===== config.mk =====
export PLATFORM = sky130hd
export DESIGN_NAME = multilevel_ready_queue_core
export DESIGN_NICKNAME = d
export VERILOG_FILES = /design/src/rtl/core/mlrq_pkg.sv /design/src/rtl/core/mlrq_ram.sv /design/src/rtl/core/mlrq_ctrl.sv /design/src/rtl/core/multilevel_ready_queue_core.sv
export SDC_FILE = /design/constraint.sdc
export NUM_CORES = 2
export LEC_CHECK = 0
export BUFFER_PORTS_ARGS = -buffer_cell sky130_fd_sc_hd__buf_2
export CORE_ASPECT_RATIO = 1.1
export CORE_MARGIN = 3
export CORE_UTILIZATION = 30
export CTS_CLUSTER_DIAMETER = 120
export DETAILED_ROUTE_END_ITERATION = 8
export PLACE_DENSITY = 0.5
export RECOVER_POWER = 25
export SKIP_LAST_GASP = 1
export SYNTH_ARGS = -nofsm -noshare
export SYNTH_HDL_FRONTEND = slang
export SYNTH_HIERARCHICAL = 1
export SYNTH_SLANG_ARGS = --single-unit

===== constraint.sdc =====
create_clock -name clk -period 13.7 [get_ports clk]
set_clock_uncertainty 0.05 [all_clocks]
set_input_delay 0.685 -clock clk [delete_from_list [all_inputs] [get_ports clk]]
set_output_delay 0.685 -clock clk [all_outputs]
set_load 0.01 [all_outputs]

===== src/rtl/core/mlrq_pkg.sv =====
// Package for the multilevel ready queue: field widths, operation and status codes,
// configuration register indexes and the result record.
// No dependencies.
`default_nettype none

package mlrq_pkg;

    // Field widths of the command and result ports.
    localparam int OPCODE_W   = 1;
    localparam int PID_W      = 16;
    localparam int PRIO_W     = 4;
    localparam int STATUS_W   = 2;
    localparam int PLVL_W     = 3;
    localparam int HLVL_W     = 4;
    localparam int WAIT_W     = 8;

    // Configuration port widths.
    localparam int CFG_IDX_W  = 2;
    localparam int CFG_DATA_W = 4;
    localparam int LCNT_W     = 4;

    // Configuration register indexes.
    localparam logic [CFG_IDX_W-1:0] CFG_MODE   = 2'd0;
    localparam logic [CFG_IDX_W-1:0] CFG_LEVELS = 2'd1;

    // Operation codes.
    typedef enum logic [OPCODE_W-1:0] {
        OP_PUSH = 1'b0,
        OP_POP  = 1'b1
    } opcode_t;

    // Result status codes.
    typedef enum logic [STATUS_W-1:0] {
        ST_OK       = 2'd0,
        ST_BAD_PRIO = 2'd1,
        ST_FULL     = 2'd2,
        ST_EMPTY    = 2'd3
    } status_t;

    // Result record passed from the queue control to the result stage.
    typedef struct packed {
        status_t             status;
        logic                pop_ok;
        logic [PLVL_W-1:0]   popped_level;
        logic [HLVL_W-1:0]   highest_level;
        logic [WAIT_W-1:0]   waiting_total;
    } res_t;

endpackage

`default_nettype wire


===== src/rtl/core/mlrq_ram.sv =====
// Generic single-write, single-read RAM with a registered read port.
// Used for the id store of the multilevel ready queue; no dependencies.
`default_nettype none

module mlrq_ram #(
    parameter int WIDTH = 16,
    parameter int DEPTH = 128
) (
    input  wire logic                     clk,
    input  wire logic                     we,
    input  wire logic [$clog2(DEPTH)-1:0] waddr,
    input  wire logic [WIDTH-1:0]         wdata,
    input  wire logic                     re,
    input  wire logic [$clog2(DEPTH)-1:0] raddr,
    output logic      [WIDTH-1:0]         rdata
);

    logic [WIDTH-1:0] mem_reg [DEPTH];
    logic [WIDTH-1:0] rdata_reg;

    // Write port.
    always_ff @(posedge clk)
    begin
        if (we)
        begin
            mem_reg[waddr] <= wdata;
        end
    end

    // Registered read port.
    always_ff @(posedge clk)
    begin
        if (re)
        begin
            rdata_reg <= mem_reg[raddr];
        end
    end

    assign rdata = rdata_reg;

endmodule

`default_nettype wire


===== src/rtl/core/mlrq_ctrl.sv =====
// Queue control: configuration registers, per-level head, tail and fill counts,
// push and pop decisions and the id store requests. Depends on mlrq_pkg.
`default_nettype none

module mlrq_ctrl #(
    parameter int MAX_LEVELS  = 8,
    parameter int LEVEL_DEPTH = 16
) (
    input  wire logic                                        clk,
    input  wire logic                                        rst_n,
    input  wire logic                                        cfg_we,
    input  wire logic [mlrq_pkg::CFG_IDX_W-1:0]              cfg_index,
    input  wire logic [mlrq_pkg::CFG_DATA_W-1:0]             cfg_data,
    input  wire logic                                        accept,
    input  wire logic [mlrq_pkg::OPCODE_W-1:0]               opcode,
    input  wire logic [mlrq_pkg::PID_W-1:0]                  process_id,
    input  wire logic [mlrq_pkg::PRIO_W-1:0]                 priority_req,
    output logic                                             ram_we,
    output logic [$clog2(MAX_LEVELS*LEVEL_DEPTH)-1:0]        ram_waddr,
    output logic [mlrq_pkg::PID_W-1:0]                       ram_wdata,
    output logic                                             ram_re,
    output logic [$clog2(MAX_LEVELS*LEVEL_DEPTH)-1:0]        ram_raddr,
    output mlrq_pkg::res_t                                   res_next
);

    import mlrq_pkg::*;

    localparam int LVL_W  = (MAX_LEVELS > 1) ? $clog2(MAX_LEVELS) : 1;
    localparam int LCW    = $clog2(MAX_LEVELS + 1);
    localparam int PTR_W  = $clog2(LEVEL_DEPTH);
    localparam int FILL_W = $clog2(LEVEL_DEPTH + 1);
    localparam int TOT_W  = $clog2(MAX_LEVELS * LEVEL_DEPTH + 1);
    localparam int AW     = $clog2(MAX_LEVELS * LEVEL_DEPTH);

    localparam logic [PTR_W-1:0]  PTR_LAST = PTR_W'(LEVEL_DEPTH - 1);
    localparam logic [FILL_W-1:0] FILL_MAX = FILL_W'(LEVEL_DEPTH);
    localparam logic [7:0]        MAXL_8   = 8'(MAX_LEVELS);
    localparam logic [LCW-1:0]    MAXL     = LCW'(MAX_LEVELS);

    logic                mode_reg;
    logic [LCNT_W-1:0]   lcnt_reg;
    logic [PTR_W-1:0]    head_reg [MAX_LEVELS];
    logic [PTR_W-1:0]    head_next [MAX_LEVELS];
    logic [PTR_W-1:0]    tail_reg [MAX_LEVELS];
    logic [PTR_W-1:0]    tail_next [MAX_LEVELS];
    logic [FILL_W-1:0]   fill_reg [MAX_LEVELS];
    logic [FILL_W-1:0]   fill_next [MAX_LEVELS];
    logic [TOT_W-1:0]    total_reg;
    logic [TOT_W-1:0]    total_next;

    logic [LCW-1:0]      n_act;
    logic [PRIO_W-1:0]   push_lvl_wide;
    logic [LVL_W-1:0]    push_lvl;
    logic                push_bad;
    logic                push_full;
    logic                push_ok;
    logic [LVL_W-1:0]    pop_lvl;
    logic                pop_found;
    logic                pop_ok;
    logic [LCW-1:0]      high_lvl;
    status_t             status_c;

    // Number of levels in use: one in single-level mode, zero taken as one, large counts clamped.
    always_comb
    begin
        if (!mode_reg)
        begin
            n_act = LCW'(1);
        end
        else if (lcnt_reg == '0)
        begin
            n_act = LCW'(1);
        end
        else if ({4'b0000, lcnt_reg} > MAXL_8)
        begin
            n_act = MAXL;
        end
        else
        begin
            n_act = LCW'(lcnt_reg);
        end
    end

    // Push checks: level in range and level not full.
    always_comb
    begin
        push_lvl_wide = mode_reg ? priority_req : '0;
        push_lvl      = push_lvl_wide[LVL_W-1:0];
        push_bad      = ({4'b0000, push_lvl_wide} >= 8'(n_act));
        push_full     = !push_bad && (fill_reg[push_lvl] == FILL_MAX);
        push_ok       = (opcode_t'(opcode) == OP_PUSH) && !push_bad && !push_full;
    end

    // Pop source: the lowest-numbered non-empty level in use.
    always_comb
    begin
        pop_lvl   = '0;
        pop_found = 1'b0;
        for (int i = MAX_LEVELS - 1; i >= 0; i--)
        begin
            if ((fill_reg[i] != '0) && (LCW'(i) < n_act))
            begin
                pop_lvl   = LVL_W'(i);
                pop_found = 1'b1;
            end
        end
        pop_ok = (opcode_t'(opcode) == OP_POP) && pop_found;
    end

    // Next pointer, fill and total values for an accepted transaction.
    always_comb
    begin
        for (int i = 0; i < MAX_LEVELS; i++)
        begin
            head_next[i] = head_reg[i];
            tail_next[i] = tail_reg[i];
            fill_next[i] = fill_reg[i];
        end
        total_next = total_reg;
        if (accept && push_ok)
        begin
            tail_next[push_lvl] = (tail_reg[push_lvl] == PTR_LAST) ? '0
                                : tail_reg[push_lvl] + PTR_W'(1);
            fill_next[push_lvl] = fill_reg[push_lvl] + FILL_W'(1);
            total_next          = total_reg + TOT_W'(1);
        end
        else if (accept && pop_ok)
        begin
            head_next[pop_lvl] = (head_reg[pop_lvl] == PTR_LAST) ? '0
                               : head_reg[pop_lvl] + PTR_W'(1);
            fill_next[pop_lvl] = fill_reg[pop_lvl] - FILL_W'(1);
            total_next         = total_reg - TOT_W'(1);
        end
    end

    // Lowest non-empty level after the step, or the level count when none is.
    always_comb
    begin
        high_lvl = n_act;
        for (int i = MAX_LEVELS - 1; i >= 0; i--)
        begin
            if ((fill_next[i] != '0) && (LCW'(i) < n_act))
            begin
                high_lvl = LCW'(i);
            end
        end
    end

    // Result record for the transaction.
    always_comb
    begin
        if (opcode_t'(opcode) == OP_PUSH)
        begin
            if (push_bad)
            begin
                status_c = ST_BAD_PRIO;
            end
            else if (push_full)
            begin
                status_c = ST_FULL;
            end
            else
            begin
                status_c = ST_OK;
            end
        end
        else
        begin
            status_c = pop_found ? ST_OK : ST_EMPTY;
        end
        res_next.status        = status_c;
        res_next.pop_ok        = pop_ok;
        res_next.popped_level  = pop_ok ? PLVL_W'(pop_lvl) : '0;
        res_next.highest_level = HLVL_W'(high_lvl);
        res_next.waiting_total = WAIT_W'(total_next);
    end

    // Id store requests: write at the tail on push, read the head on pop.
    assign ram_we    = accept && push_ok;
    assign ram_waddr = AW'(push_lvl) * AW'(LEVEL_DEPTH) + AW'(tail_reg[push_lvl]);
    assign ram_wdata = process_id;
    assign ram_re    = accept && pop_ok;
    assign ram_raddr = AW'(pop_lvl) * AW'(LEVEL_DEPTH) + AW'(head_reg[pop_lvl]);

    // Configuration registers.
    always_ff @(posedge clk or negedge rst_n)
    begin
        if (!rst_n)
        begin
            mode_reg <= 1'b0;
            lcnt_reg <= LCNT_W'(1);
        end
        else if (cfg_we)
        begin
            case (cfg_index)
                CFG_MODE:
                begin
                    mode_reg <= cfg_data[0];
                end
                CFG_LEVELS:
                begin
                    lcnt_reg <= cfg_data[LCNT_W-1:0];
                end
                default:
                begin
                    mode_reg <= mode_reg;
                end
            endcase
        end
    end

    // Per-level pointers and fill counts.
    always_ff @(posedge clk or negedge rst_n)
    begin
        if (!rst_n)
        begin
            for (int i = 0; i < MAX_LEVELS; i++)
            begin
                head_reg[i] <= '0;
                tail_reg[i] <= '0;
                fill_reg[i] <= '0;
            end
            total_reg <= '0;
        end
        else
        begin
            for (int i = 0; i < MAX_LEVELS; i++)
            begin
                head_reg[i] <= head_next[i];
                tail_reg[i] <= tail_next[i];
                fill_reg[i] <= fill_next[i];
            end
            total_reg <= total_next;
        end
    end

endmodule

`default_nettype wire


===== src/rtl/core/multilevel_ready_queue_core.sv =====
// The done strobe follows an accepted command (start high, busy low) in the next cycle.
// Throughput: one command per cycle; busy stays low.
// Results are shown for one cycle on done and cannot be held off by the receiver.
// Reset (rst_n, asynchronous, active low) empties all levels and selects single-level mode
// with a level count of one; the id store needs no clearing pass.
// Depends on mlrq_pkg, mlrq_ctrl and mlrq_ram.
`default_nettype none

module multilevel_ready_queue_core #(
    parameter int MAX_LEVELS  = 8,
    parameter int LEVEL_DEPTH = 16
) (
    input  wire logic                                clk,
    input  wire logic                                rst_n,
    input  wire logic                                start,
    output logic                                     busy,
    input  wire logic [mlrq_pkg::OPCODE_W-1:0]       opcode,
    input  wire logic [mlrq_pkg::PID_W-1:0]          process_id,
    input  wire logic [mlrq_pkg::PRIO_W-1:0]         priority_req,
    output logic                                     done,
    output logic [mlrq_pkg::STATUS_W-1:0]            status,
    output logic [mlrq_pkg::PID_W-1:0]               popped_id,
    output logic [mlrq_pkg::PLVL_W-1:0]              popped_level,
    output logic [mlrq_pkg::HLVL_W-1:0]              highest_level,
    output logic [mlrq_pkg::WAIT_W-1:0]              waiting_total,
    input  wire logic                                cfg_valid,
    output logic                                     cfg_ready,
    input  wire logic [mlrq_pkg::CFG_IDX_W-1:0]      cfg_index,
    input  wire logic [mlrq_pkg::CFG_DATA_W-1:0]     cfg_data
);

    import mlrq_pkg::*;

    localparam int AW = $clog2(MAX_LEVELS * LEVEL_DEPTH);

    logic              accept;
    logic              ram_we;
    logic [AW-1:0]     ram_waddr;
    logic [PID_W-1:0]  ram_wdata;
    logic              ram_re;
    logic [AW-1:0]     ram_raddr;
    logic [PID_W-1:0]  ram_rdata;
    res_t              res_next;
    res_t              res_reg;
    logic              done_reg;

    // Commands and configuration writes are taken in every cycle.
    assign busy      = 1'b0;
    assign cfg_ready = 1'b1;
    assign accept    = start && !busy;

    mlrq_ctrl #(
        .MAX_LEVELS  (MAX_LEVELS),
        .LEVEL_DEPTH (LEVEL_DEPTH)
    ) u_ctrl (
        .clk          (clk),
        .rst_n        (rst_n),
        .cfg_we       (cfg_valid && cfg_ready),
        .cfg_index    (cfg_index),
        .cfg_data     (cfg_data),
        .accept       (accept),
        .opcode       (opcode),
        .process_id   (process_id),
        .priority_req (priority_req),
        .ram_we       (ram_we),
        .ram_waddr    (ram_waddr),
        .ram_wdata    (ram_wdata),
        .ram_re       (ram_re),
        .ram_raddr    (ram_raddr),
        .res_next     (res_next)
    );

    mlrq_ram #(
        .WIDTH (PID_W),
        .DEPTH (MAX_LEVELS * LEVEL_DEPTH)
    ) u_store (
        .clk   (clk),
        .we    (ram_we),
        .waddr (ram_waddr),
        .wdata (ram_wdata),
        .re    (ram_re),
        .raddr (ram_raddr),
        .rdata (ram_rdata)
    );

    // Result strobe.
    always_ff @(posedge clk or negedge rst_n)
    begin
        if (!rst_n)
        begin
            done_reg <= 1'b0;
        end
        else
        begin
            done_reg <= accept;
        end
    end

    // Result record, aligned with the id store read data.
    always_ff @(posedge clk)
    begin
        if (accept)
        begin
            res_reg <= res_next;
        end
    end

    // Result ports; the popped id is zero unless a pop succeeded.
    assign done          = done_reg;
    assign status        = res_reg.status;
    assign popped_id     = res_reg.pop_ok ? ram_rdata : '0;
    assign popped_level  = res_reg.popped_level;
    assign highest_level = res_reg.highest_level;
    assign waiting_total = res_reg.waiting_total;

endmodule

`default_nettype wire


== Word level (Yosys, flattened, before mapping) ==
Memories as Yosys holds them, arrays and structs flattened. A register that Yosys moved wholly into a read port is not among the register bits.
Index checks and enable logic that the tools add are counted.

* Reduce and logical (&&, ||, !) cells: 50
* Bitwise operators: 4
* $mul: 0
* Muxes and demuxes: 64
* Add/sub/neg operators: 8
* Eq/ne operators: 4
* Divide/modulo/power cells: 0
* Order comparisons: 14
* Shift operators: 0

{| class="wikitable"
|+ Operators with widths
! operator !! count
|-
| 40-bit bitwise mux || 2
|-
| 40-bit two-way mux || 2
|-
| 5-bit nonzero test || 16
|-
| 32-bit bitwise mux || 2
|-
| 4-bit two-way mux || 12
|-
| 3-bit two-way mux || 12
|-
| 5-bit binary-select mux with 3-bit select || 2
|-
| 5-bit demux with 3-bit select || 2
|-
| 5-bit two-way mux || 6
|-
| 4-bit binary-select mux with 3-bit select || 2
|-
| 4-bit demux with 3-bit select || 2
|-
| 1-bit logical AND || 24
|-
| 3-bit by 4-bit < comparator with 1-bit output, first input constant || 4
|-
| 16-bit two-way mux || 1
|-
| 8-bit two-way mux || 2
|-
| 7-bit by 4-bit adder with 7-bit output || 2
|-
| 2-bit two-way mux || 6
|-
| 1-bit two-way mux || 11
|-
| 4-bit by 1-bit adder with 4-bit output, second input constant || 2
|-
| 8-bit by 1-bit adder with 8-bit output, second input constant || 1
|-
| 4-bit equality test, second input constant || 2
|-
| 4-bit >= comparator, second input constant || 2
|-
| 1-bit by 4-bit < comparator with 1-bit output, first input constant || 2
|-
| 2-bit by 4-bit < comparator with 1-bit output, first input constant || 2
|-
| 17 further kinds || 23
|}

* Memory bits (read-only): 0
* Memory bits (writable): 2048
* Word-level logic and storage cells: 181
* Latch bits: 0
* Memories: 1
* Output and inout bits: 36
* Bits in registers: 136

{| class="wikitable"
|+ Memory list
! name !! words !! bits a word !! read ports !! clocked after memory_dff !! write ports !! RTL line !! source
|-
| u_store.mem_reg || 128 || 16 || 1 || 1 || 1 || mlrq_ram.sv:18 || <nowiki>logic [WIDTH-1:0] mem_reg [DEPTH];</nowiki>
|}

== Longest topological paths before layout ==
* Depth after elaboration: 31
* Gate-level depth with buffers: 21
* Depth with buffers taken out: 18

== Modules after synthesis ==
The synthesis kept the hierarchy.

{| class="wikitable"
|+ By module, submodules not included
! module !! sequential area each (µm²) !! cells an instance !! instances !! area an instance (µm²)
|-
| mlrq_ram || 61979.4 || 3086 || 1 || 78683.0
|-
| mlrq_ctrl || 2929.1 || 863 || 1 || 7477.2
|-
| multilevel_ready_queue_core || 565.5 || 57 || 1 || 842.1
|}

== Worst setup path before layout ==
Ideal clock, no wire load.

* Kind: register to register
* Start point: register u_ctrl/fill_reg[21] in the netlist's numbering
* End point: register u_store.rdata_reg[0] (netlist: u_store/rdata[0]) (read register of u_store.mem_reg), data pin
* Data required time: 13.390 ns
* Period minus slack after synthesis: 5.205 ns
* Buffers on the path: 4
* Setup slack: 8.495 ns
* Stages on the path, launching flop included: 17
* Arrival: 4.895 ns
* Cells stage by stage: dfrtp_1 or4_4 o21a_4 o31a_1 and2_4 o21ai_2 clkbuf_1 mux2i_1 o211a_1 inv_1 clkbuf_1 clkbuf_1 buf_1 mux4_2 mux4_2 mux4_2 mux2_2

* Word-level cells in the longest chain between the ends: 11
* Elaborated cells between the ends (all ways): 17
* Those cells by class: 1 x add/sub; 11 x mux; 1 x bitwise; 4 x reduce/logical

{| class="wikitable"
|+ RTL lines
! item !! RTL line !! source
|-
| start, declared || mlrq_ctrl.sv:46 || <nowiki>logic [FILL_W-1:0] fill_reg [MAX_LEVELS];</nowiki>
|-
| start signal, assigned by index || mlrq_ctrl.sv:231 || <nowiki>fill_reg[i] <= fill_next[i];</nowiki>
|-
| 5-bit nonzero test || mlrq_ctrl.sv:101 || <nowiki>if ((fill_reg[i] != '0) && (LCW'(i) < n_act))</nowiki>
|-
| 1-bit logical AND || mlrq_ctrl.sv:101 ||
|-
| 3-bit two-way mux (4 in series) || mlrq_ctrl.sv:101 ||
|-
| 3-bit inverter with 4-bit output (not written as such) || mlrq_ctrl.sv:183 || <nowiki>assign ram_raddr = AW'(pop_lvl) * AW'(LEVEL_DEPTH) + AW'(head_reg[pop_lvl]);</nowiki>
|-
| 4-bit binary-select mux with 3-bit select || mlrq_ctrl.sv:183 ||
|-
| 4-bit two-way mux (not written as such) (2 in series) || mlrq_ctrl.sv:183 ||
|-
| 7-bit by 4-bit adder with 7-bit output || mlrq_ctrl.sv:183 ||
|-
| named net ram_raddr[2] || multilevel_ready_queue_core.sv:41 || <nowiki>logic [AW-1:0] ram_raddr;</nowiki>
|-
| end, declared || mlrq_ram.sv:19 || <nowiki>logic [WIDTH-1:0] rdata_reg;</nowiki>
|}

The timed path passes the listed nets, and every way through them passes these cells. The select of a mux whose other input is x is not followed.
A chain may end at the register's enable or synchronous reset.

== Worst setup path after layout ==
* Start point: register u_ctrl.mode_reg
* End point: register u_store.rdata_reg[10] (netlist: u_store/rdata[10]) (read register of u_store.mem_reg), data pin

* Word-level cells in the longest chain between the ends: 16
* Elaborated cells between the ends (all ways): 40
* Those cells by class: 1 x add/sub; 8 x order compare; 20 x mux; 1 x bitwise; 10 x reduce/logical

{| class="wikitable"
|+ RTL lines
! item !! RTL line !! source
|-
| start, declared || mlrq_ctrl.sv:40 || <nowiki>logic mode_reg;</nowiki>
|-
| start signal, assigned || mlrq_ctrl.sv:198 || <nowiki>mode_reg <= cfg_data[0];</nowiki>
|-
| start signal, assigned || mlrq_ctrl.sv:206 || <nowiki>mode_reg <= mode_reg;</nowiki>
|-
| 4-bit two-way mux (*) || mlrq_ctrl.sv:66 || <nowiki>if (!mode_reg)</nowiki>
|-
| 3-bit by 4-bit < comparator with 1-bit output || mlrq_ctrl.sv:101 ||
|-
| 1-bit logical AND || mlrq_ctrl.sv:101 ||
|-
| 3-bit two-way mux (7 in series) || mlrq_ctrl.sv:101 ||
|-
| 3-bit two-way mux (*) || mlrq_ctrl.sv:101 ||
|-
| 3-bit inverter with 4-bit output (not written as such) || mlrq_ctrl.sv:183 ||
|-
| 4-bit binary-select mux with 3-bit select || mlrq_ctrl.sv:183 ||
|-
| 4-bit two-way mux (not written as such) (2 in series) || mlrq_ctrl.sv:183 ||
|-
| 7-bit by 4-bit adder with 7-bit output (*) || mlrq_ctrl.sv:183 ||
|-
| named net ram_raddr[4] || multilevel_ready_queue_core.sv:41 ||
|}

The timed path passes the listed nets; every way through them passes the cells marked *. The select of a mux whose other input is x is not followed.

==> run metrics <==
share of the synthesized area in the top cell type 71.9%; first-pass GRT wire length 352 mm; worst-path fanout max 69; fin crit share between 60% and 70%; Yosys warnings 6; number of gates resized after CTS 0; Async SR Flop Fraction 5.36%; Primary FF master, synth edfxtp_1; vias 43,000; Post-CTS Setup Inserts 0; status complete, but fails checks; CP arrival 9370 ps; initial DRC count a little over 5,000; Std-Cell Rows 206; worst skew pair latency about 900 ps; DRC Markers 0; Largest stage delay, worst path about 1100 ps; HPWL after DPL roughly 150 mm; Req. time, crit path 14,270 ps; Largest register FFs 2,048; setup TNS 0 ps; number of flops mapped to enable cells by yosys between 2,000 and 2,500; number of port buffers 64; CTS tree done; M1 WL 107 mm; Util after Layout about a third; Die Area 297,000 um2; share of layout cells above drive strength 1 31.1%; family with the most delay on the worst path buffers and inverters; vias in the first global route 43,600; Worst Hold Class primary input to flip-flop; most frequent cells after synthesis 2,082 x edfxtp_1, 674 x mux4_2, 184 x nor2_1; final hold vios 0; top routing layer used met5; max-cap violation count 22; Synth Register Bits 2,200; Die Ht between 500 and 600 um; Multi-input gate area 20,700 um2; total CTS buffers 223; Core ar. 287,000 um2; 1st-pass router iterations 6; Reg area 65,500 um2; GRT overflow 0; cell count after synthesis ~4,000; cell area after synthesis between 80,000 and 90,000 um2; Setup crit start kind flip-flop; H-tree levels 4; Total Power approximately 18 mW; Crit Path Category flip-flop to flip-flop; Setup crit end kind flip-flop; worst-path cell chain clkbuf_1 > clkinv_1 > a211o_1 > o211ai_1 > and2_4 > o21ai_2 > inv_8 > nand2_1 > a21oi_1 > nor2_1 > inv_8 > buf_4 > buf_4 > mux4_2 > mux4_2 > mux4_2 > mux2_2; Worst-path clk slew 60 ps; setup slack after layout 4900 ps; initial antenna violation count 20; minimum clock period a little under 9000 ps; power density cells 178 nW/um2; largest net degree at the start of global routing 105; dominant cells by area after synthesis edfxtp_1 72%, mux4_2 17%, dfrtp_1 3.4%; vias per cell 5.19; fmax 0.114 GHz; CP dominant cell by count mux4_2; effective utilization at floorplan 30.3%; routed len/inst 30.4 um; gr usage total 16.8%; Met3 Wirelength roughly 16 mm; Mean Syn Cell Area 21.7 um2; most frequent cell after synthesis edfxtp_1; max-slew headroom at the worst pin -219%; met2 WL ~120 mm; post-synth cell types 90; pre-CTS WS between 5000 and 6000 ps; peak supply drop slightly below 0.0002 V; Slew Limit Fails 1,348; # setup viols final 0; area leader, netlist edfxtp_1; Die Wd 519 um; RePlAce Congestion between 0.9 and 1; fill count 26,500; # IOs 67; Total Nets Final 4,266; CP Buf/Inv Count 6; cts hold-fix bufs 5; RSZ-0062 raised after global routing no; failing checks max-capacitance violations, max-slew violations; ANT nets after route 0; syn_nets 4,048; P&R area growth vs syn 14.9%; Post-Route WL 252 mm; placed insts 7,842; clk sink count 2,200; Non-Filler Instances 8,278; CTS Root Cell clkbuf_16; Pleak between 30 and 40 nW; worst-margin pin slew 4780 ps; post-synthesis sequential area ratio 75.3%; Slowest-stage cell, CP clkbuf_1; CTS max path bufs 3
[tightest hold or removal path: stages]
cell and delay (ps):
buf_2 80, nor3b_1 70, o21ai_0 150
[cell usage in the layout (no fill, tap or decap), types with 30 or more instances in the layout]
cell | synthesis | layout
a21oi_1 | 40 | 39
buf_2 | 64 | 46
buf_4 | 37 | 153
clkbuf_1 | 104 | 81
clkbuf_16 | 0 | 224
clkinv_1 | 1 | 61
clkinv_2 | 0 | 35
dfrtp_1 | 117 | 117
edfxtp_1 | 2082 | 2082
inv_1 | 37 | 33
mux2_2 | 42 | 41
mux4_2 | 674 | 674
nand2_1 | 163 | 163
nand3_1 | 35 | 35
nor2_1 | 184 | 85
nor2_2 | 0 | 60
nor2_4 | 2 | 41
nor3_1 | 39 | 30
o21ai_0 | 47 | 47
[metal layers]
| metal | up-vias | GRT usage [%] |
|---|---|---|
| met5 | - | 0 |
| met1 | 23700 | 23.1 |
| met3 | 400 | 2.51 |
| li1 | 17300 | - |
| met4 | 10 | 4.95 |
| met2 | 1578 | 27.5 |
[through the flow]
step / hold WS, ps / area (um2)
floorplan: 339 / 87000
global placement: 407 / 92800
detailed placement: 411 / 92800
CTS: 53.4 / 100000
global route: 107 / 99900
finish: 131 / 99900
[kinds of logic after synthesis]
| family | Yosys count | share of synthesized area [%] |
|---|---|---|
| buffers and inverters | 278 | 1.48 |
| other | 2 | 0.00863 |
| adders and majority gates | 11 | 0.158 |
| AOI/OAI and AO/OA | 245 | 2.01 |
| xor gates and xnor gates | 15 | 0.160 |
| DFF | 2200 | 75.3 |
| muxes | 729 | 18.1 |
| and+or+nand+nor | 526 | 2.79 |
[worst paths after layout]
path / start / endpoint / slack (ps) / cells past startpoint
max in group asynchronous: rst_n / u_ctrl/fill_reg[30] / 10350 / 3
max reg2reg: u_ctrl/mode_reg / u_store/rdata[10] / 4900 / 17
min in group asynchronous: rst_n / u_ctrl/fill_reg[13] / 1150 / 2
min reg2reg: u_ctrl/total_reg[7] / u_ctrl/total_reg[7] / 420 / 1
max: u_ctrl/mode_reg / u_store/rdata[10] / 4900 / 17
min: cfg_index[1] / u_ctrl/mode_reg / 130 / 3
[layout make-up]
type,instances,share of cell area (%)
Sequential cell,2200,65.5
Timing Repair Buffer,231,1.56
Multi-Input combinational cell,1528,20.8
Tap cell,3848,4.82
Clock inverter,133,1.26
Inverter,40,0.180
Clock buffer,283,5.86
Antenna cell,15,0.0376
[power breakdown]
part	switching, mW	internal, mW	total, mW
Combinational	2.39	1.78	4.17
Clock	2.58	3.36	5.95
Sequential	0.157	7.54	7.69
No activity file was read; power rests on OpenSTA's default activity.
